$ cat config.mk
export PLATFORM = sky130hd
export DESIGN_NAME = ttt_ctrl
export DESIGN_NICKNAME = d
export VERILOG_FILES = /design/src/rtl/ttt_pkg.sv /design/src/rtl/ttt_ctrl.sv
export SDC_FILE = /design/constraint.sdc
export NUM_CORES = 1
export LEC_CHECK = 0
export ABC_AREA = 1
export BUFFER_PORTS_ARGS = -buffer_cell sky130_fd_sc_hd__buf_2
export CAP_MARGIN = 20
export CELL_PAD_IN_SITES_DETAIL_PLACEMENT = 1
export CELL_PAD_IN_SITES_GLOBAL_PLACEMENT = 2
export CORE_ASPECT_RATIO = 1.2
export CORE_MARGIN = 2
export CORE_UTILIZATION = 28
export CTS_CLUSTER_DIAMETER = 80
export DETAILED_ROUTE_END_ITERATION = 8
export PLACE_DENSITY = 0.94
export SLEW_MARGIN = 10
export SYNTH_ARGS = -nofsm -noshare
export SYNTH_HDL_FRONTEND = slang
export SYNTH_SLANG_ARGS = --single-unit
$ cat constraint.sdc
create_clock -name clock -period 2 [get_ports clock]
set_input_delay 0.1 -clock clock [delete_from_list [all_inputs] [get_ports clock]]
set_output_delay 0.1 -clock clock [all_outputs]
set_load 0.01 [all_outputs]
$ cat src/rtl/ttt_pkg.sv
// Shared types, codes and constants of the tickless tick timer.
`default_nettype none

package ttt_pkg;

   // Tick scheduling constants
   localparam logic [63:0] MIN_DELAY_CYC = 64'd1000;
   localparam logic [31:0] MAX_CYC_VAL   = 32'h7FFF_FFFF;

   // Shift-subtract divider: one quotient bit per step
   localparam int unsigned DIV_STEPS = 64;
   localparam int unsigned DIV_CNT_W = $clog2(DIV_STEPS);
   localparam logic [DIV_CNT_W-1:0] DIV_LAST_STEP = DIV_CNT_W'(DIV_STEPS - 1);

   // Request kinds
   localparam logic [1:0] KIND_TICK    = 2'd0;
   localparam logic [1:0] KIND_TIMEOUT = 2'd1;
   localparam logic [1:0] KIND_QUERY   = 2'd2;

   // Register port
   localparam int unsigned CSR_ADDR_W = 5;
   localparam int unsigned CSR_DATA_W = 64;
   localparam logic [1:0]  REG_CYCLES_PER_TICK = 2'd0;
   localparam logic [1:0]  REG_TICKLESS_MODE   = 2'd1;
   localparam logic [1:0]  REG_COMPARE_LIMIT   = 2'd2;

   // Reset values of the registers
   localparam logic [30:0] CYCLES_PER_TICK_RST = 31'd1000;
   localparam logic        TICKLESS_MODE_RST   = 1'b1;
   localparam logic [63:0] COMPARE_LIMIT_RST   = 64'hFFFF_FFFF_FFFF_FFFF;

   typedef enum logic [4:0] {
      S_IDLE,
      S_DECODE,
      S_DIV_TICK,
      S_TICK_MUL,
      S_TICK_ADV,
      S_TICK_NEXT,
      S_TICK_NEAR,
      S_TICK_PUSH,
      S_DIV_MAX,
      S_TO_REQ,
      S_TO_MUL,
      S_TO_SAT,
      S_TO_SETUP_RND,
      S_DIV_RND,
      S_TO_RND,
      S_TO_MARGIN,
      S_TO_PUSH,
      S_TO_ALARM,
      S_DIV_QRY,
      S_QRY_DONE,
      S_ALARM_DEC,
      S_ALARM_CHK,
      S_FINISH
   } state_type;

   typedef enum logic [4:0] {
      OP_NONE,
      OP_LOAD,
      OP_DIV_TICK,
      OP_DIV_MAX,
      OP_DIV_QRY,
      OP_DIV_RND,
      OP_DIV_STEP,
      OP_TICK_MUL,
      OP_TICK_ADV,
      OP_TICK_NEXT,
      OP_TICK_NEAR,
      OP_TICK_PUSH,
      OP_TO_REQ,
      OP_TO_MUL,
      OP_TO_SAT,
      OP_TO_RND,
      OP_TO_MARGIN,
      OP_TO_PUSH,
      OP_TO_ALARM,
      OP_QRY_DONE,
      OP_ALARM_DEC,
      OP_ALARM_CHK,
      OP_LOAD_OUT
   } op_type;

   typedef struct packed {
      op_type op;
   } ctrl_cmd_type;

   typedef struct packed {
      logic [1:0] kind;
      logic       tickless;
      logic       div_last;
   } dp_status_type;

   typedef struct packed {
      logic [30:0] cycles_per_tick;
      logic        tickless_mode;
      logic [63:0] compare_limit;
   } cfg_type;

   typedef struct packed {
      logic [31:0] announced_ticks;
      logic        alarm_written;
      logic [63:0] alarm_compare;
      logic [31:0] elapsed_ticks;
   } rsp_data_type;

endpackage

`default_nettype wire

$ cat src/rtl/ttt_ctrl.sv
// Sequencer of the tick timer: steps the datapath and owns the handshakes.
`default_nettype none

module ttt_ctrl (
   input  wire logic                  clock,
   input  wire logic                  reset,
   input  wire logic                  req_valid,
   output logic                       req_ready,
   output logic                       rsp_valid,
   input  wire logic                  rsp_ready,
   input  wire ttt_pkg::dp_status_type status,
   output ttt_pkg::ctrl_cmd_type      cmd
);

   ttt_pkg::state_type state_ff, state_in;
   logic               rsp_valid_ff, rsp_valid_in;
   logic               out_free;

   assign out_free  = !rsp_valid_ff || rsp_ready;
   assign req_ready = (state_ff == ttt_pkg::S_IDLE);
   assign rsp_valid = rsp_valid_ff;

   always_ff @(posedge clock) begin
      if (reset) begin
         state_ff     <= ttt_pkg::S_IDLE;
         rsp_valid_ff <= 1'b0;
      end else begin
         state_ff     <= state_in;
         rsp_valid_ff <= rsp_valid_in;
      end
   end

   // Next state and datapath command
   always_comb begin
      state_in = state_ff;
      cmd.op   = ttt_pkg::OP_NONE;
      unique case (state_ff)
         ttt_pkg::S_IDLE: begin
            if (req_valid) begin
               cmd.op   = ttt_pkg::OP_LOAD;
               state_in = ttt_pkg::S_DECODE;
            end
         end
         ttt_pkg::S_DECODE: begin
            priority if (status.kind == ttt_pkg::KIND_TICK) begin
               cmd.op   = ttt_pkg::OP_DIV_TICK;
               state_in = ttt_pkg::S_DIV_TICK;
            end else if (status.kind == ttt_pkg::KIND_TIMEOUT && status.tickless) begin
               cmd.op   = ttt_pkg::OP_DIV_MAX;
               state_in = ttt_pkg::S_DIV_MAX;
            end else if (status.kind == ttt_pkg::KIND_QUERY && status.tickless) begin
               cmd.op   = ttt_pkg::OP_DIV_QRY;
               state_in = ttt_pkg::S_DIV_QRY;
            end else begin
               state_in = ttt_pkg::S_FINISH;
            end
         end
         // Tick event: whole ticks, boundary advance, periodic compare
         ttt_pkg::S_DIV_TICK: begin
            cmd.op = ttt_pkg::OP_DIV_STEP;
            if (status.div_last) state_in = ttt_pkg::S_TICK_MUL;
         end
         ttt_pkg::S_TICK_MUL: begin
            cmd.op   = ttt_pkg::OP_TICK_MUL;
            state_in = ttt_pkg::S_TICK_ADV;
         end
         ttt_pkg::S_TICK_ADV: begin
            cmd.op   = ttt_pkg::OP_TICK_ADV;
            state_in = status.tickless ? ttt_pkg::S_FINISH : ttt_pkg::S_TICK_NEXT;
         end
         ttt_pkg::S_TICK_NEXT: begin
            cmd.op   = ttt_pkg::OP_TICK_NEXT;
            state_in = ttt_pkg::S_TICK_NEAR;
         end
         ttt_pkg::S_TICK_NEAR: begin
            cmd.op   = ttt_pkg::OP_TICK_NEAR;
            state_in = ttt_pkg::S_TICK_PUSH;
         end
         ttt_pkg::S_TICK_PUSH: begin
            cmd.op   = ttt_pkg::OP_TICK_PUSH;
            state_in = ttt_pkg::S_ALARM_DEC;
         end
         // Timeout request: clamp, saturate, round to a boundary
         ttt_pkg::S_DIV_MAX: begin
            cmd.op = ttt_pkg::OP_DIV_STEP;
            if (status.div_last) state_in = ttt_pkg::S_TO_REQ;
         end
         ttt_pkg::S_TO_REQ: begin
            cmd.op   = ttt_pkg::OP_TO_REQ;
            state_in = ttt_pkg::S_TO_MUL;
         end
         ttt_pkg::S_TO_MUL: begin
            cmd.op   = ttt_pkg::OP_TO_MUL;
            state_in = ttt_pkg::S_TO_SAT;
         end
         ttt_pkg::S_TO_SAT: begin
            cmd.op   = ttt_pkg::OP_TO_SAT;
            state_in = ttt_pkg::S_TO_SETUP_RND;
         end
         ttt_pkg::S_TO_SETUP_RND: begin
            cmd.op   = ttt_pkg::OP_DIV_RND;
            state_in = ttt_pkg::S_DIV_RND;
         end
         ttt_pkg::S_DIV_RND: begin
            cmd.op = ttt_pkg::OP_DIV_STEP;
            if (status.div_last) state_in = ttt_pkg::S_TO_RND;
         end
         ttt_pkg::S_TO_RND: begin
            cmd.op   = ttt_pkg::OP_TO_RND;
            state_in = ttt_pkg::S_TO_MARGIN;
         end
         ttt_pkg::S_TO_MARGIN: begin
            cmd.op   = ttt_pkg::OP_TO_MARGIN;
            state_in = ttt_pkg::S_TO_PUSH;
         end
         ttt_pkg::S_TO_PUSH: begin
            cmd.op   = ttt_pkg::OP_TO_PUSH;
            state_in = ttt_pkg::S_TO_ALARM;
         end
         ttt_pkg::S_TO_ALARM: begin
            cmd.op   = ttt_pkg::OP_TO_ALARM;
            state_in = ttt_pkg::S_ALARM_DEC;
         end
         // Elapsed query
         ttt_pkg::S_DIV_QRY: begin
            cmd.op = ttt_pkg::OP_DIV_STEP;
            if (status.div_last) state_in = ttt_pkg::S_QRY_DONE;
         end
         ttt_pkg::S_QRY_DONE: begin
            cmd.op   = ttt_pkg::OP_QRY_DONE;
            state_in = ttt_pkg::S_FINISH;
         end
         // Compare programming shared by tick and timeout
         ttt_pkg::S_ALARM_DEC: begin
            cmd.op   = ttt_pkg::OP_ALARM_DEC;
            state_in = ttt_pkg::S_ALARM_CHK;
         end
         ttt_pkg::S_ALARM_CHK: begin
            cmd.op   = ttt_pkg::OP_ALARM_CHK;
            state_in = ttt_pkg::S_FINISH;
         end
         // Hand the result to the output register once it is free
         ttt_pkg::S_FINISH: begin
            if (out_free) begin
               cmd.op   = ttt_pkg::OP_LOAD_OUT;
               state_in = ttt_pkg::S_IDLE;
            end
         end
         default: state_in = ttt_pkg::S_IDLE;
      endcase
   end

   // Hold the result valid until its transfer
   assign rsp_valid_in = (cmd.op == ttt_pkg::OP_LOAD_OUT) || (rsp_valid_ff && !rsp_ready);

endmodule

`default_nettype wire

== Yosys cells after proc, flatten, opt, wreduce, memory -nomap -nowiden ==
Cells that the tools add are included.
Word-level totals
  output and inout bits: 7
  bits of input ports: 8
  register bits: 6
  logic and storage cells: 63
Cells by class
  equality and inequality tests: 31
  reduce and logical (&&, ||, !) cells: 13
  mux-type cells: 17
Operators by type and width (count)
  5-bit case mux with 21 select lines: 1
  5-bit case mux with 20 select lines: 1
  5-bit two-way mux: 10
  5-bit by 4-bit equality test with 1-bit output (second input constant): 8
  5-bit equality test (second input constant): 8
  5-bit by 3-bit equality test with 1-bit output (second input constant): 4
  3-bit two-way mux: 4
  2-bit inequality test (second input constant): 6
  5-bit by 2-bit equality test with 1-bit output (second input constant): 2
  6-bit AND reduction: 1
  5-bit by 1-bit equality test with 1-bit output (second input constant): 1
  5-bit logical NOT: 1
  2-bit OR reduction: 2
  4-bit OR reduction: 1
  1-bit logical AND: 3
  2-bit by 1-bit equality test with 1-bit output (second input constant): 1
  2-bit equality test (second input constant): 1
  1-bit logical NOT: 2
  2-bit logical NOT: 1
  1-bit logical OR: 2
  1-bit two-way mux: 1

== Depth between registers and ports, before layout ==
  depth after elaboration: 8
  depth in mapped cells: 9
  depth with buffers taken out: 9

== Least setup slack after synthesis ==
No wires, ideal clock.
  path type: register to register
  start point: register state_ff[3]
  end point: register state_ff[1]
  cell stages (with the launch flop): 8
  buffers on the path: 0
  data required time: 1930 ps
  arrival: 1247 ps
  library setup time: 70 ps
  path slack: 683 ps
  clock period less this slack: 1317 ps
  cell sequence: dfxtp_1 > nor2_2 > nand2_1 > nor2_2 > nand2_1 > nand3_1 > nand2_1 > a21oi_1
On the way
  word-level cells in the longest chain between the ends: 3
  elaborated cells between the ends (all ways): 33
  classes of those cells: 28 x eq/ne; 1 x mux; 4 x reduce/logical
Ends and longest elaborated chain
  from (decl): RTL line ttt_ctrl.sv:15  | ttt_pkg::state_type state_ff, state_in;
  from (signal assigned): RTL line ttt_ctrl.sv:25  | state_ff <= ttt_pkg::S_IDLE;
  from (signal assigned): RTL line ttt_ctrl.sv:28  | state_ff <= state_in;
  5-bit logical NOT (*)
  net req_ready: RTL line ttt_ctrl.sv:8  | output logic req_ready,
  2-bit inequality test (no line)
  6-bit AND reduction (no line)
The timed path passes the listed nets; every way through them passes the cells marked *.
A chain may end at the register's enable or synchronous reset.

==> summary by stage <==
Outcome
The run finished with clean final reports.

STA
The count of final max-slew check failures is 0. The total count of hold-check failures in the final report is 0. The worst slew margin relative to its limit is 0.7540. Setup violations remaining at the end of the flow were counted as 0. The setup skew after layout is 1.539 ps. Derived from the worst setup path, the maximum achievable clock frequency is 0.5532 GHz. Dividing the final minimum period by the clock period gives 0.9038.

The slew of the pin with the lowest slew margin is 368.7 ps. The total negative slack is 0 ps. Setup repair after global routing left no endpoint under its margin. The final critical-path required period is 1808 ps. The final-layout worst hold slack is 100.2 ps.

Global route
The total track usage is 0.1954. The initial antenna violation count is 0. Entering global routing, the biggest net connects 14 pins. The via count of the first global-routing pass is 1021. The first global-routing pass estimated 4547 µm of wire. The overall overflow remaining after global route is 0.

Worst setup path
The launch point of the worst reg-to-reg path is state_ff[3]. Data on the critical path is required at its endpoint by 1900 ps. The kind of end point of the critical path is an output pin. The signal arrival time at the worst endpoint is 1710 ps. The worst stage delay on the critical path is 400 ps.

The critical path goes through inv_2 > nor2_2 > nand3_2 > nor4_4 > a21oi_1 > nand3_1 > buf_2. The critical path in this run is classified as flop to output pin. The cell with the largest stage delay on the worst path is dfxtp_2.

The launch point of the worst path is state_ff[0]. STA classifies the critical path startpoint as a flop. The kind of cell with the highest combined delay along the critical path is simple AND/OR/NAND/NOR gates. Of all nets on the critical path, the largest fanout is 7. The number of buffers and inverters on the critical path is 2.

Layout
The sequential cell area is 121.4 µm². The share of cells above drive strength 1 is 0.2293. The repair_antennas step left the layout with diodes totalling 0. Leaving out fill and tap cells, the most frequent cells in the layout are 35 x nand2_1, 26 x nor2_1, 20 x nand3_1, 14 x buf_2, 12 x inv_1. Measured on the finished design, the core utilization comes to 0.3559. The commonest non-fill, non-tap cell in the layout is nand2_1. The area growth from synthesis to layout is 21.25%. The combined area of the multi-input logic cells is 576.8 µm².

The number of nets in the final layout is 167. The filler cell count in the final layout is 388.

Placed design
The congestion estimate from routability-driven global placement came to 0.9546. Summed over all nets, the half-perimeter wirelength after detailed placement is 2268 µm. The count of buffers added on input and output ports is 14.

CTS
The clock input transition at the sequential cells of the worst setup and hold paths is 40 ps. The post-CTS setup buffer count is 0. The number of cells upsized or downsized after cts is 2.

The maximum buffer depth of the clock tree is 2. The number of clock buffers added by TritonCTS is 3. CTS placed an instance of clkbuf_4 at the clock tree root. For this design, the CTS-stage hold fixing added 0 buffers. The clock drives 6 sinks. TritonCTS built the clock tree. For the worst-skew pair, the clock arrives at the later sink with an insertion delay of 240 ps.

The H-tree depth is 1.

Power and ir drop
Summed over all cells, the static leakage comes to 0.4573 nW. Of the total power, the share spent switching nets is 0.5630. Internal power comes to 0.0004621 W. The power dissipated by switching net loads is 0.0005953 W. For this design the ratio of total power to cell area is 1175 nW/µm².

The relative contribution of the clock network to total power is 0.100. The sequential power share is 0.193. The maximum ir drop on the vdd rail is 0.0005371 V.

The combinational cell fraction of total power is 0.707.

Routing
Summed over all layers, the routed wires come to 2728 µm. The final antenna-violating net count is 0. Detailed routing placed a total of 133 µm of wire on met3. Detailed routing placed a total of 1321 µm of wire on met2.

The average detailed-routed wire length per instance is 14.36 µm. The number of DRC markers in iteration 0 is 20. For this run, design rule violations remaining after detail routing come to 0. The detailed router put a total of 1119 µm of wire on met1. The via count normalized by instance count is 5.274. The total iterations of the first detailed-routing run is 4. The topmost layer with routed signal wires is met4. The total number of vias is 1002.

Floorplan
The floorplan die width is 50.99 µm. The starting density of the core is 0.2936. The region available for standard cell placement spans 2527 µm².

The floorplan step set the die height to 60.39 µm. The full die area is 3079 µm². The cell row count is 20. During I/O placement, the number of pins put on the boundary was 15.

Yosys
The average cell area after synthesis is 5.300 µm². For this run, the register share of the synthesized area comes to 0.1619. The flip-flop and latch count after synthesis is 6. The gate count of the mapped netlist is 140.

The net count after synthesis is 148. The synthesis warning total is 0. The synthesized cell area is 742.0 µm². Yosys attributes the largest share of cell area to nand2_1 18%, dfxtp_1 16%, nand3_1 14%. The number of library cell types mapped by synthesis is 20. Of all cell types, the one taking the most synthesized area is nand2_1. The share of synthesized area in the top cell type comes to 0.1771.

Min path
In this run the most critical hold path is launched from reset. The path class of the lowest-slack min-delay path is input port to flop.

Flow run
The tool flagged a number of max-cap violations equal to 0.
Yosys cell counts:
library cell	number
nor3_1	4
a21oi_2	1
a311oi_1	1
nor2_4	1
inv_1	12
nand3_1	21
buf_2	1
nor2_2	6
o21bai_1	2
nor2_1	26
inv_2	4
a21oi_1	8
o21ai_0	2
nor4_1	1
nand3_2	1
nand2_2	2
dfxtp_1	6
o2111ai_1	2
nand4_1	4
nand2_1	35
flip-flops by register name, summed over array words and instances, names as in the netlist:
| name | count |
|---|---|
| rsp_valid | 1 |
| state_ff | 5 |
cell type report:
cell class,count,share of cell area
clock buffer,3,0.02503
inverter,16,0.06676
tap,33,0.04590
sequential,6,0.1349
timing repair buffer,15,0.08623
multi-input combinational,117,0.6412
worst paths after layout:
check             slack [ps]     endpoint  cells past startpoint
setup / recovery         190       cmd[0]                      7
hold / removal           100  state_ff[1]                      2
setup reg to reg         360  state_ff[0]                      7
hold reg to reg          500  state_ff[4]                      2
cell families after synthesis:
| group | after synthesis | share of synthesized area |
|---|---|---|
| simple gates | 101 | 0.6155 |
| compound gates | 16 | 0.1349 |
| buf+inv | 17 | 0.08767 |
| flops | 6 | 0.1619 |
metal layers:
layer / global-route usage / vias to the layer above
li1: - / 499
met4: 0.1274 / 0
met1: 0.2226 / 462
met5: 0 / -
met2: 0.3544 / 31
met3: 0.01232 / 10
stage by stage:
step	instances	cell area (µm²)	total power, W	setup slack (ps)
2_1_floorplan	140	742.0	0.0006957	683.2
3_3_place_gp	187	855.8	0.0009239	85.28
3_5_place_dp	187	855.8	0.0009379	76.59
4_1_cts	190	893.4	0.001062	5.120
5_1_grt	190	899.6	0.001160	45.45
6_report	190	899.6	0.001057	192.4
power groups by stage:
stage	logic [W]	registers (W)	clock network (W)
CTS	0.000747	0.000202	0.000113
global placement	0.000724	0.000200	0
floorplan	0.000500	0.000195	0
detailed placement	0.000734	0.000204	0
global route	0.000832	0.000208	0.000120
finish	0.000748	0.000204	0.000106
No activity file was read; power rests on OpenSTA's default activity.
