$ cat config.mk
export PLATFORM = sky130hd
export DESIGN_NAME = ttt_dpath
export DESIGN_NICKNAME = d
export VERILOG_FILES = /design/src/rtl/ttt_pkg.sv /design/src/rtl/ttt_dpath.sv
export SDC_FILE = /design/constraint.sdc
export NUM_CORES = 2
export LEC_CHECK = 0
export BUFFER_PORTS_ARGS = -buffer_cell sky130_fd_sc_hd__buf_2
export CAP_MARGIN = 20
export CORE_ASPECT_RATIO = 0.7
export CORE_MARGIN = 3
export CORE_UTILIZATION = 56
export DETAILED_ROUTE_END_ITERATION = 16
export PLACE_DENSITY = 0.8
export SETUP_SLACK_MARGIN = 0.02
export SYNTH_ARGS = -nofsm -noshare
export SYNTH_HDL_FRONTEND = slang
export SYNTH_SLANG_ARGS = --single-unit
$ cat constraint.sdc
create_clock -name clock -period 25.6 [get_ports clock]
set_clock_uncertainty 0.05 [all_clocks]
set_input_delay 5.12 -clock clock [delete_from_list [all_inputs] [get_ports clock]]
set_output_delay 5.12 -clock clock [all_outputs]
set_load 0.01 [all_outputs]
$ cat src/rtl/ttt_pkg.sv
// Shared types, codes and constants of the tickless tick timer.
`default_nettype none

package ttt_pkg;

   // Tick scheduling constants
   localparam logic [63:0] MIN_DELAY_CYC = 64'd1000;
   localparam logic [31:0] MAX_CYC_VAL   = 32'h7FFF_FFFF;

   // Shift-subtract divider: one quotient bit per step
   localparam int unsigned DIV_STEPS = 64;
   localparam int unsigned DIV_CNT_W = $clog2(DIV_STEPS);
   localparam logic [DIV_CNT_W-1:0] DIV_LAST_STEP = DIV_CNT_W'(DIV_STEPS - 1);

   // Request kinds
   localparam logic [1:0] KIND_TICK    = 2'd0;
   localparam logic [1:0] KIND_TIMEOUT = 2'd1;
   localparam logic [1:0] KIND_QUERY   = 2'd2;

   // Register port
   localparam int unsigned CSR_ADDR_W = 5;
   localparam int unsigned CSR_DATA_W = 64;
   localparam logic [1:0]  REG_CYCLES_PER_TICK = 2'd0;
   localparam logic [1:0]  REG_TICKLESS_MODE   = 2'd1;
   localparam logic [1:0]  REG_COMPARE_LIMIT   = 2'd2;

   // Reset values of the registers
   localparam logic [30:0] CYCLES_PER_TICK_RST = 31'd1000;
   localparam logic        TICKLESS_MODE_RST   = 1'b1;
   localparam logic [63:0] COMPARE_LIMIT_RST   = 64'hFFFF_FFFF_FFFF_FFFF;

   typedef enum logic [4:0] {
      S_IDLE,
      S_DECODE,
      S_DIV_TICK,
      S_TICK_MUL,
      S_TICK_ADV,
      S_TICK_NEXT,
      S_TICK_NEAR,
      S_TICK_PUSH,
      S_DIV_MAX,
      S_TO_REQ,
      S_TO_MUL,
      S_TO_SAT,
      S_TO_SETUP_RND,
      S_DIV_RND,
      S_TO_RND,
      S_TO_MARGIN,
      S_TO_PUSH,
      S_TO_ALARM,
      S_DIV_QRY,
      S_QRY_DONE,
      S_ALARM_DEC,
      S_ALARM_CHK,
      S_FINISH
   } state_type;

   typedef enum logic [4:0] {
      OP_NONE,
      OP_LOAD,
      OP_DIV_TICK,
      OP_DIV_MAX,
      OP_DIV_QRY,
      OP_DIV_RND,
      OP_DIV_STEP,
      OP_TICK_MUL,
      OP_TICK_ADV,
      OP_TICK_NEXT,
      OP_TICK_NEAR,
      OP_TICK_PUSH,
      OP_TO_REQ,
      OP_TO_MUL,
      OP_TO_SAT,
      OP_TO_RND,
      OP_TO_MARGIN,
      OP_TO_PUSH,
      OP_TO_ALARM,
      OP_QRY_DONE,
      OP_ALARM_DEC,
      OP_ALARM_CHK,
      OP_LOAD_OUT
   } op_type;

   typedef struct packed {
      op_type op;
   } ctrl_cmd_type;

   typedef struct packed {
      logic [1:0] kind;
      logic       tickless;
      logic       div_last;
   } dp_status_type;

   typedef struct packed {
      logic [30:0] cycles_per_tick;
      logic        tickless_mode;
      logic [63:0] compare_limit;
   } cfg_type;

   typedef struct packed {
      logic [31:0] announced_ticks;
      logic        alarm_written;
      logic [63:0] alarm_compare;
      logic [31:0] elapsed_ticks;
   } rsp_data_type;

endpackage

`default_nettype wire

$ cat src/rtl/ttt_dpath.sv
// Datapath of the tick timer: boundary, shift-subtract divider, multiplier, result.
`default_nettype none

module ttt_dpath (
   input  wire logic                   clock,
   input  wire logic                   reset,
   input  wire ttt_pkg::cfg_type       cfg,
   input  wire logic [1:0]             req_kind,
   input  wire logic [63:0]            req_counter_now,
   input  wire logic signed [31:0]     req_timeout_ticks,
   input  wire ttt_pkg::ctrl_cmd_type  cmd,
   output ttt_pkg::dp_status_type      status,
   output ttt_pkg::rsp_data_type       rsp_data
);

   logic [30:0] tlen;
   logic [1:0]  kind_ff, kind_in;
   logic [63:0] now_ff, now_in;
   logic [31:0] raw_ff, raw_in;
   logic [63:0] lb_ff, lb_in;
   logic [63:0] num_ff, num_in;
   logic [30:0] rem_ff, rem_in;
   logic [ttt_pkg::DIV_CNT_W-1:0] cnt_ff, cnt_in;
   logic [63:0] acc_ff, acc_in;
   logic [31:0] cyc_ff, cyc_in;
   logic [31:0] adj_ff, adj_in;
   logic        flag_ff, flag_in;
   ttt_pkg::rsp_data_type res_ff, res_in;
   ttt_pkg::rsp_data_type out_ff, out_in;

   logic [31:0] trial;
   logic        trial_ge;
   logic [31:0] trial_sub;
   logic [31:0] mul_a;
   logic [62:0] mprod;
   logic [31:0] maxq;
   logic [31:0] raw_m1;
   logic [31:0] req_clamped;
   logic [31:0] sat_lim;
   logic [31:0] margin;

   // A zero tick length counts as one cycle
   assign tlen = (cfg.cycles_per_tick == 31'd0) ? 31'd1 : cfg.cycles_per_tick;

   // One restoring division step
   assign trial     = {rem_ff, num_ff[63]};
   assign trial_ge  = trial >= {1'b0, tlen};
   assign trial_sub = trial - {1'b0, tlen};

   // Shared 32x31 multiplier
   assign mul_a = (cmd.op == ttt_pkg::OP_TO_MUL) ? cyc_ff : num_ff[31:0];
   assign mprod = {31'd0, mul_a} * {32'd0, tlen};

   // Requested ticks less one, clamped to the largest tick count
   assign maxq   = num_ff[31:0];
   assign raw_m1 = raw_ff - 32'd1;
   always_comb begin
      priority if (raw_ff == 32'hFFFF_FFFF) begin
         req_clamped = (maxq == 32'd0) ? 32'd0 : maxq - 32'd1;
      end else if (raw_ff[31] || raw_ff == 32'd0) begin
         req_clamped = 32'd0;
      end else begin
         req_clamped = (raw_m1 > maxq) ? maxq : raw_m1;
      end
   end

   assign sat_lim = ttt_pkg::MAX_CYC_VAL - adj_ff;
   assign margin  = cyc_ff + lb_ff[31:0] - now_ff[31:0];

   // Execute the command
   always_comb begin
      kind_in = kind_ff;
      now_in  = now_ff;
      raw_in  = raw_ff;
      lb_in   = lb_ff;
      num_in  = num_ff;
      rem_in  = rem_ff;
      cnt_in  = cnt_ff;
      acc_in  = acc_ff;
      cyc_in  = cyc_ff;
      adj_in  = adj_ff;
      flag_in = flag_ff;
      res_in  = res_ff;
      out_in  = out_ff;
      unique case (cmd.op)
         ttt_pkg::OP_NONE: ;
         ttt_pkg::OP_LOAD: begin
            kind_in = req_kind;
            now_in  = req_counter_now;
            raw_in  = $unsigned(req_timeout_ticks);
            res_in  = '0;
         end
         ttt_pkg::OP_DIV_TICK: begin
            num_in = now_ff - lb_ff;
            rem_in = '0;
            cnt_in = '0;
         end
         ttt_pkg::OP_DIV_MAX: begin
            num_in = {32'd0, ttt_pkg::MAX_CYC_VAL - {1'b0, tlen}};
            rem_in = '0;
            cnt_in = '0;
         end
         ttt_pkg::OP_DIV_QRY: begin
            num_in = {32'd0, now_ff[31:0] - lb_ff[31:0]};
            rem_in = '0;
            cnt_in = '0;
         end
         ttt_pkg::OP_DIV_RND: begin
            num_in = {32'd0, cyc_ff};
            rem_in = '0;
            cnt_in = '0;
         end
         ttt_pkg::OP_DIV_STEP: begin
            num_in = {num_ff[62:0], trial_ge};
            rem_in = trial_ge ? trial_sub[30:0] : trial[30:0];
            cnt_in = cnt_ff + 1'b1;
         end
         ttt_pkg::OP_TICK_MUL: begin
            acc_in = {1'b0, mprod};
            res_in.announced_ticks = cfg.tickless_mode ? num_ff[31:0] : 32'd1;
         end
         ttt_pkg::OP_TICK_ADV:  lb_in  = lb_ff + acc_ff;
         ttt_pkg::OP_TICK_NEXT: acc_in = lb_ff + {33'd0, tlen};
         ttt_pkg::OP_TICK_NEAR: flag_in = (acc_ff - now_ff) < ttt_pkg::MIN_DELAY_CYC;
         ttt_pkg::OP_TICK_PUSH: begin
            if (flag_ff) acc_in = acc_ff + {33'd0, tlen};
         end
         ttt_pkg::OP_TO_REQ: cyc_in = req_clamped;
         ttt_pkg::OP_TO_MUL: begin
            cyc_in = mprod[31:0];
            adj_in = now_ff[31:0] - lb_ff[31:0] + {1'b0, tlen} - 32'd1;
         end
         ttt_pkg::OP_TO_SAT: begin
            cyc_in = (cyc_ff <= sat_lim) ? cyc_ff + adj_ff : ttt_pkg::MAX_CYC_VAL;
         end
         ttt_pkg::OP_TO_RND: cyc_in = mprod[31:0];
         ttt_pkg::OP_TO_MARGIN: begin
            flag_in = margin[31] || (margin < ttt_pkg::MIN_DELAY_CYC[31:0]);
         end
         ttt_pkg::OP_TO_PUSH: begin
            if (flag_ff) cyc_in = cyc_ff + {1'b0, tlen};
         end
         ttt_pkg::OP_TO_ALARM:  acc_in = {32'd0, cyc_ff} + lb_ff;
         ttt_pkg::OP_QRY_DONE:  res_in.elapsed_ticks = num_ff[31:0];
         ttt_pkg::OP_ALARM_DEC: acc_in = acc_ff - 64'd1;
         ttt_pkg::OP_ALARM_CHK: begin
            if (acc_ff <= cfg.compare_limit) begin
               res_in.alarm_written = 1'b1;
               res_in.alarm_compare = acc_ff;
            end
         end
         ttt_pkg::OP_LOAD_OUT: out_in = res_ff;
         default: ;
      endcase
   end

   // Boundary count is the only state with a reset value
   always_ff @(posedge clock) begin
      if (reset) begin
         lb_ff <= '0;
      end else begin
         lb_ff <= lb_in;
      end
   end

   always_ff @(posedge clock) begin
      kind_ff <= kind_in;
      now_ff  <= now_in;
      raw_ff  <= raw_in;
      num_ff  <= num_in;
      rem_ff  <= rem_in;
      cnt_ff  <= cnt_in;
      acc_ff  <= acc_in;
      cyc_ff  <= cyc_in;
      adj_ff  <= adj_in;
      flag_ff <= flag_in;
      res_ff  <= res_in;
      out_ff  <= out_in;
   end

   assign status.kind     = kind_ff;
   assign status.tickless = cfg.tickless_mode;
   assign status.div_last = (cnt_ff == ttt_pkg::DIV_LAST_STEP);
   assign rsp_data        = out_ff;

endmodule

`default_nettype wire

* Yosys cells after proc, flatten, opt, wreduce, memory -nomap -nowiden
Cells that the tools add are included.
** Operators by class
- Multipliers :: 1
- Mux-type cells :: 21
- Equality and inequality tests :: 27
- $lt $le $gt $ge :: 6
- Reduce and logical (&&, ||, !) cells :: 18
- $add $sub $neg :: 20
** Operator list (count)
- 64-bit one-hot mux with 5 select lines :: 2
- 32-bit two-way mux :: 8
- 65-bit one-hot mux with 2 select lines :: 1
- 64-bit by 31-bit adder with 64-bit output :: 2
- 32-bit one-hot mux with 2 select lines :: 2
- 32-bit one-hot mux with 4 select lines :: 1
- 64-bit subtractor :: 2
- 32-bit by 1-bit subtractor with 32-bit output, second input constant :: 3
- 65-bit two-way mux :: 1
- 32-bit by 31-bit adder with 32-bit output :: 2
- 32-bit adder :: 2
- 32-bit by 64-bit adder with 64-bit output :: 1
- 64-bit adder :: 1
- 64-bit <= comparator :: 1
- 32-bit zero test :: 2
- 64-bit by 10-bit < comparator with 1-bit output, second input constant :: 1
- 64-bit two-way mux :: 1
- 32-bit subtractor :: 2
- 64-bit by 1-bit subtractor with 64-bit output, second input constant :: 1
- 32-bit by 31-bit multiplier with 63-bit output :: 1
- 31-bit two-way mux :: 2
- 31-bit one-hot mux with 2 select lines :: 1
- 5-bit by 4-bit == test with 1-bit output, second input constant :: 8
- 5-bit == test, second input constant :: 7
- other kinds (24) :: 38
** Word-level totals
- Bits in registers :: 650
- Output and inout port bits :: 133
- Logic and storage cells :: 112

* Logic depth before layout (Yosys ltp)
- Word-level depth :: 6
- Gate-level depth with buffers :: 40
- Depth with buffers taken out :: 35

* Worst setup path after synthesis
No wires, ideal clock.
- Path type :: input -> register
- Start point :: in cmd[3] (netlist name)
- End point :: reg acc_ff[60] (data pin)
- Cell stages on the path :: 35
- Library setup time :: 0.275 ns
- Path buffers :: 4
- Slack :: 10.943 ns
- Arrival :: 14.332 ns
- Path through :: clkbuf_1 -> nand2_1 -> nor3_1 -> clkbuf_1 -> buf_1 -> nand2_1 -> o21ai_1 -> nand2_1 -> fa_1 -> inv_1 -> fa_1 -> fa_1 -> fa_1 -> fa_1 -> fa_1 -> fa_1 -> inv_1 -> fa_1 -> inv_1 -> ha_1 -> clkbuf_1 -> a21oi_1 -> o21bai_1 -> a21oi_1 -> o21bai_1 -> a21oi_1 -> o21ai_0 -> a31oi_1 -> o21a_1 -> o2bb2ai_1 -> o41ai_2 -> o21a_1 -> o21bai_1 -> xnor2_1 -> o221ai_1
** On the way
- Word-level cells in the longest chain between the ends :: 4
- Elaborated cells between the ends (all ways) :: 9
- Those cells by class :: mul (1); eq/ne (6); mux (2)
** Ends and longest elaborated chain
- from (decl) :: line ttt_dpath.sv:11 : input wire ttt_pkg::ctrl_cmd_type cmd,
- 5-bit by 4-bit == test with 1-bit output :: line ttt_dpath.sv:51 : assign mul_a = (cmd.op == ttt_pkg::OP_TO_MUL) ? cyc_ff : num_ff[31:0];
- 32-bit two-way mux :: line ttt_dpath.sv:51
- 32-bit by 31-bit multiplier with 63-bit output :: line ttt_dpath.sv:52 : assign mprod = {31'd0, mul_a} * {32'd0, tlen};
- 64-bit one-hot mux with 5 select lines * :: line ttt_dpath.sv:85 : unique case (cmd.op)
- named net acc_in[60] :: line ttt_dpath.sv:24 : logic [63:0] acc_ff, acc_in;
- to (signal assigned) :: line ttt_dpath.sv:173 : acc_ff <= acc_in;
- to (decl) :: line ttt_dpath.sv:24
The timed path passes the listed nets; every way through them passes the cells marked *.
A chain may end at the register's enable or synchronous reset.

* Worst setup path in the final report
- Start point :: in cmd[1] (netlist name)
- End point :: reg acc_ff[44] (data pin)
The elaborated chain is that of the path after synthesis.

==> run_results.csv <==
group,metric,value,unit
setup_path,reg2reg_from,"num_ff[6]$_DFFE_PP_",
timing,finalMaxSlewViolations,0,
route,vias_per_cell,6.351,
place,port_buffers,333,
die,core_area,151700,um2
logic_synthesis,yosys.area.top_type,"fa_1",
grt,grt_max_degree,120,
layout,nets,11843,
logic_synthesis,syn_inst,9763,
die,die_area,158900,um2
grt,overflow,0,
clock_network,cts_buffers,74,
logic_synthesis,syn_nets,11727,
place,place_congestion,1.046,
setup_path,crit_path_max_fanout,119,
die,start_util,0.5686,
clock_network,clock_sinks,650,
setup_path,max_stage_delay,0.91,ns
timing,hold_viol,0,
route,via_count,75930,
timing,setup_tns,0,ns
timing,finalSetupViolations,0,
setup_path,reg2reg_depth,31,
worst_hold_path,min_delay_worst_endpoint,"rsp_data[64]$_DFFE_PN_",
logic_synthesis,yosysTopAreaCellShare,0.2098,
clock_network,root_buffer,"clkbuf_16",
logic_synthesis,async_reset_ff_frac,0,
setup_path,cp_top_family,"adder cells",
route,wire_per_inst,25.92,um
route,ant_nets,0,
timing,worstMarginPinSlew,1.440,ns
setup_path,crit_slowest_cell,"mux2i_4",
run,maxCapViolCount,0,
timing,rsz0062_at_grt,"false",
worst_hold_path,min-delay-start,"res_ff[64]$_SDFFCE_PP0P_",
clock_network,clock_path_buffers,3,
clock_network,cts_max_level,3,
logic_synthesis,synth_common_cells,"inv_1, nand2_1, fa_1",
logic_synthesis,yosysWarnings,0,
timing,max_freq,0.06651,GHz
clock_network,clk_latency,0.71,ns
logic_synthesis,synth_most_common_cell,"inv_1",
logic_synthesis,ys_seq_area_frac,0.2188,
layout,areaGrowthSynthToFinish,7.664,%
route,dr.pass1.iters,9,
route,wirelength,309.8,mm
clock_network,cts_tree,"done",
logic_synthesis,synthTopCellsByArea,"fa_1, edfxtp_1, ha_1",
setup_path,crit_path_end_kind,"flop",
logic_synthesis,ys_ff_latch,650,
timing,finalCritPeriodShare,0.5874,
route,drc,0,
grt,grt_pass1_vias,73056,
setup_path,worst-endpoint-arrival,15.39,ns
setup_path,crit_buf_inv,8,
die,rows,119,
setup_path,start_kind,"primary input",
worst_hold_path,min_path_type,"reg -> reg",
logic_synthesis,synth_area_per_cell,8.836,um2
timing,fin_crit,15.04,ns
grt,grt_pass1_wl,457.4,mm
logic_synthesis,yosysUniqueCellTypes,110,
grt,grt_antenna_before_repair,35,
setup_path,reg2reg_to,"acc_ff[39]$_DFFE_PP_",
layout,drive_gt1_frac,0.07587,
worst_hold_path,whs_path_depth,0,
clock_network,clkTransAtPathRegs,0.06,ns
logic_synthesis,ys.flop_type,"edfxtp_1",
clock_network,cts_hold_buf,0,
setup_path,path_class,"in -> reg",
setup_path,worstPathRequired,25.95,ns
place,dp_hpwl,244.2,mm
logic_synthesis,syn_area,86260,um2
grt,track_usage,0.3837,
die,num_io_pins,334,
route,drtIter0Drc,9758,
setup_path,reg2reg_slack,15.72,ns
status,status,"finished, final reports clean",
die,die_x,475.1,um
clock_network,cts_setup_buffers,0,
timing,max_slew_margin,0.04012,
die,die_y,334.4,um
clock_network,cts_resized,0,
setup_path,crit_top_cell,"fa_1",
logic_synthesis,synth_edf_count,586,
[worst max path at each step]
stage / slack, ns / startpoint / to / cells after the start
after floorplan: 10.94 / cmd[3] / acc_ff[60]$_DFFE_PP_ / 35
after global placement: 10.26 / cmd[1] / acc_ff[44]$_DFFE_PP_ / 32
after detailed placement: 10.07 / cmd[1] / acc_ff[44]$_DFFE_PP_ / 32
after CTS: 10.79 / cmd[1] / acc_ff[44]$_DFFE_PP_ / 32
after global routing: 10.28 / cmd[1] / acc_ff[44]$_DFFE_PP_ / 32
final: 10.56 / cmd[1] / acc_ff[44]$_DFFE_PP_ / 32
[metrics by stage]
step / instances / utilization / hold slack, ns / setup slack (ns) / area (um2)
global placement: 11794 / 0.5948 / 0.3502 / 10.26 / 90250
finish: 11955 / 0.6121 / 0.3583 / 10.56 / 92870
floorplan: 9763 / - / 0.3503 / 10.94 / 86260
CTS: 11930 / 0.6111 / 0.3630 / 10.79 / 92720
detailed placement: 11795 / 0.5949 / 0.3545 / 10.07 / 90270
global route: 11943 / 0.6119 / 0.3703 / 10.28 / 92840
[kinds of logic after synthesis]
| logic type | after synthesis | synth area share |
|---|---|---|
| adder cells (fa/ha/maj) | 1763 | 0.3344 |
| multiplexers | 71 | 0.008297 |
| buffers and inverters | 1840 | 0.08052 |
| AO/OA/AOI/OAI | 2002 | 0.1514 |
| AND/OR/NAND/NOR | 2932 | 0.1553 |
| flip-flops | 650 | 0.2188 |
| XOR/XNOR | 505 | 0.05127 |
[registers in the layout (all words and copies together) (netlist names)]
name,cells
acc_ff,64
raw_ff,32
res_ff,129
cyc_ff,32
rem_ff,31
now_ff,64
cnt_ff,6
flag_ff,1
adj_ff,32
rsp_data,129
kind_ff,2
lb_ff,64
num_ff,64
[final cells by class]
class / count / area, um2
tap: 1996 / 2497
inverter: 1387 / 5209
antenna: 21 / 52.55
clock buffer: 92 / 1961
sequential: 650 / 18880
fill: 12732 / 58850
multi-input combinational: 7273 / 60810
clock inverter: 43 / 490.5
timing repair buffer: 493 / 2973
[cell usage in the layout, fill, tap and decap left out, drive strengths merged, types with 52 or more instances in the layout]
master     n
inv     1377
nand2   1024
fa       904
ha       859
nor2     850
a21oi    596
edfxtp   586
buf      493
o21ai    458
xnor2    331
a21o     275
and2     214
xor2     174
nor3     172
nand3    143
nand4    117
nand2b   109
clkbuf    92
a221oi    84
nor2b     79
mux2i     67
and3      64
o21bai    64
dfxtp     64
o21a      62
a31oi     54
a211oi    52
[worst reg2reg max path: cells and delay by family (launching register included)]
kind,cells,cell delay (ns)
and+or+nand+nor,5,0.81
AOI/OAI and AO/OA,10,3.41
buffers and inverters,6,0.54
DFF,1,0.54
xor gates and xnor gates,1,0.10
adders and majority gates,9,4.15
[metal layers]
layer,up-vias,track usage,part of all wire
met5,-,0,0.00027
met4,12,0.1795,0.056
met3,934,0.1419,0.15
met2,5148,0.5371,0.40
met1,36730,0.5261,0.39
li1,33106,-,-
Power is left out: the tool's default activity adds up to more than one toggle a clock period on the data nets, which glitch-free logic cannot reach.
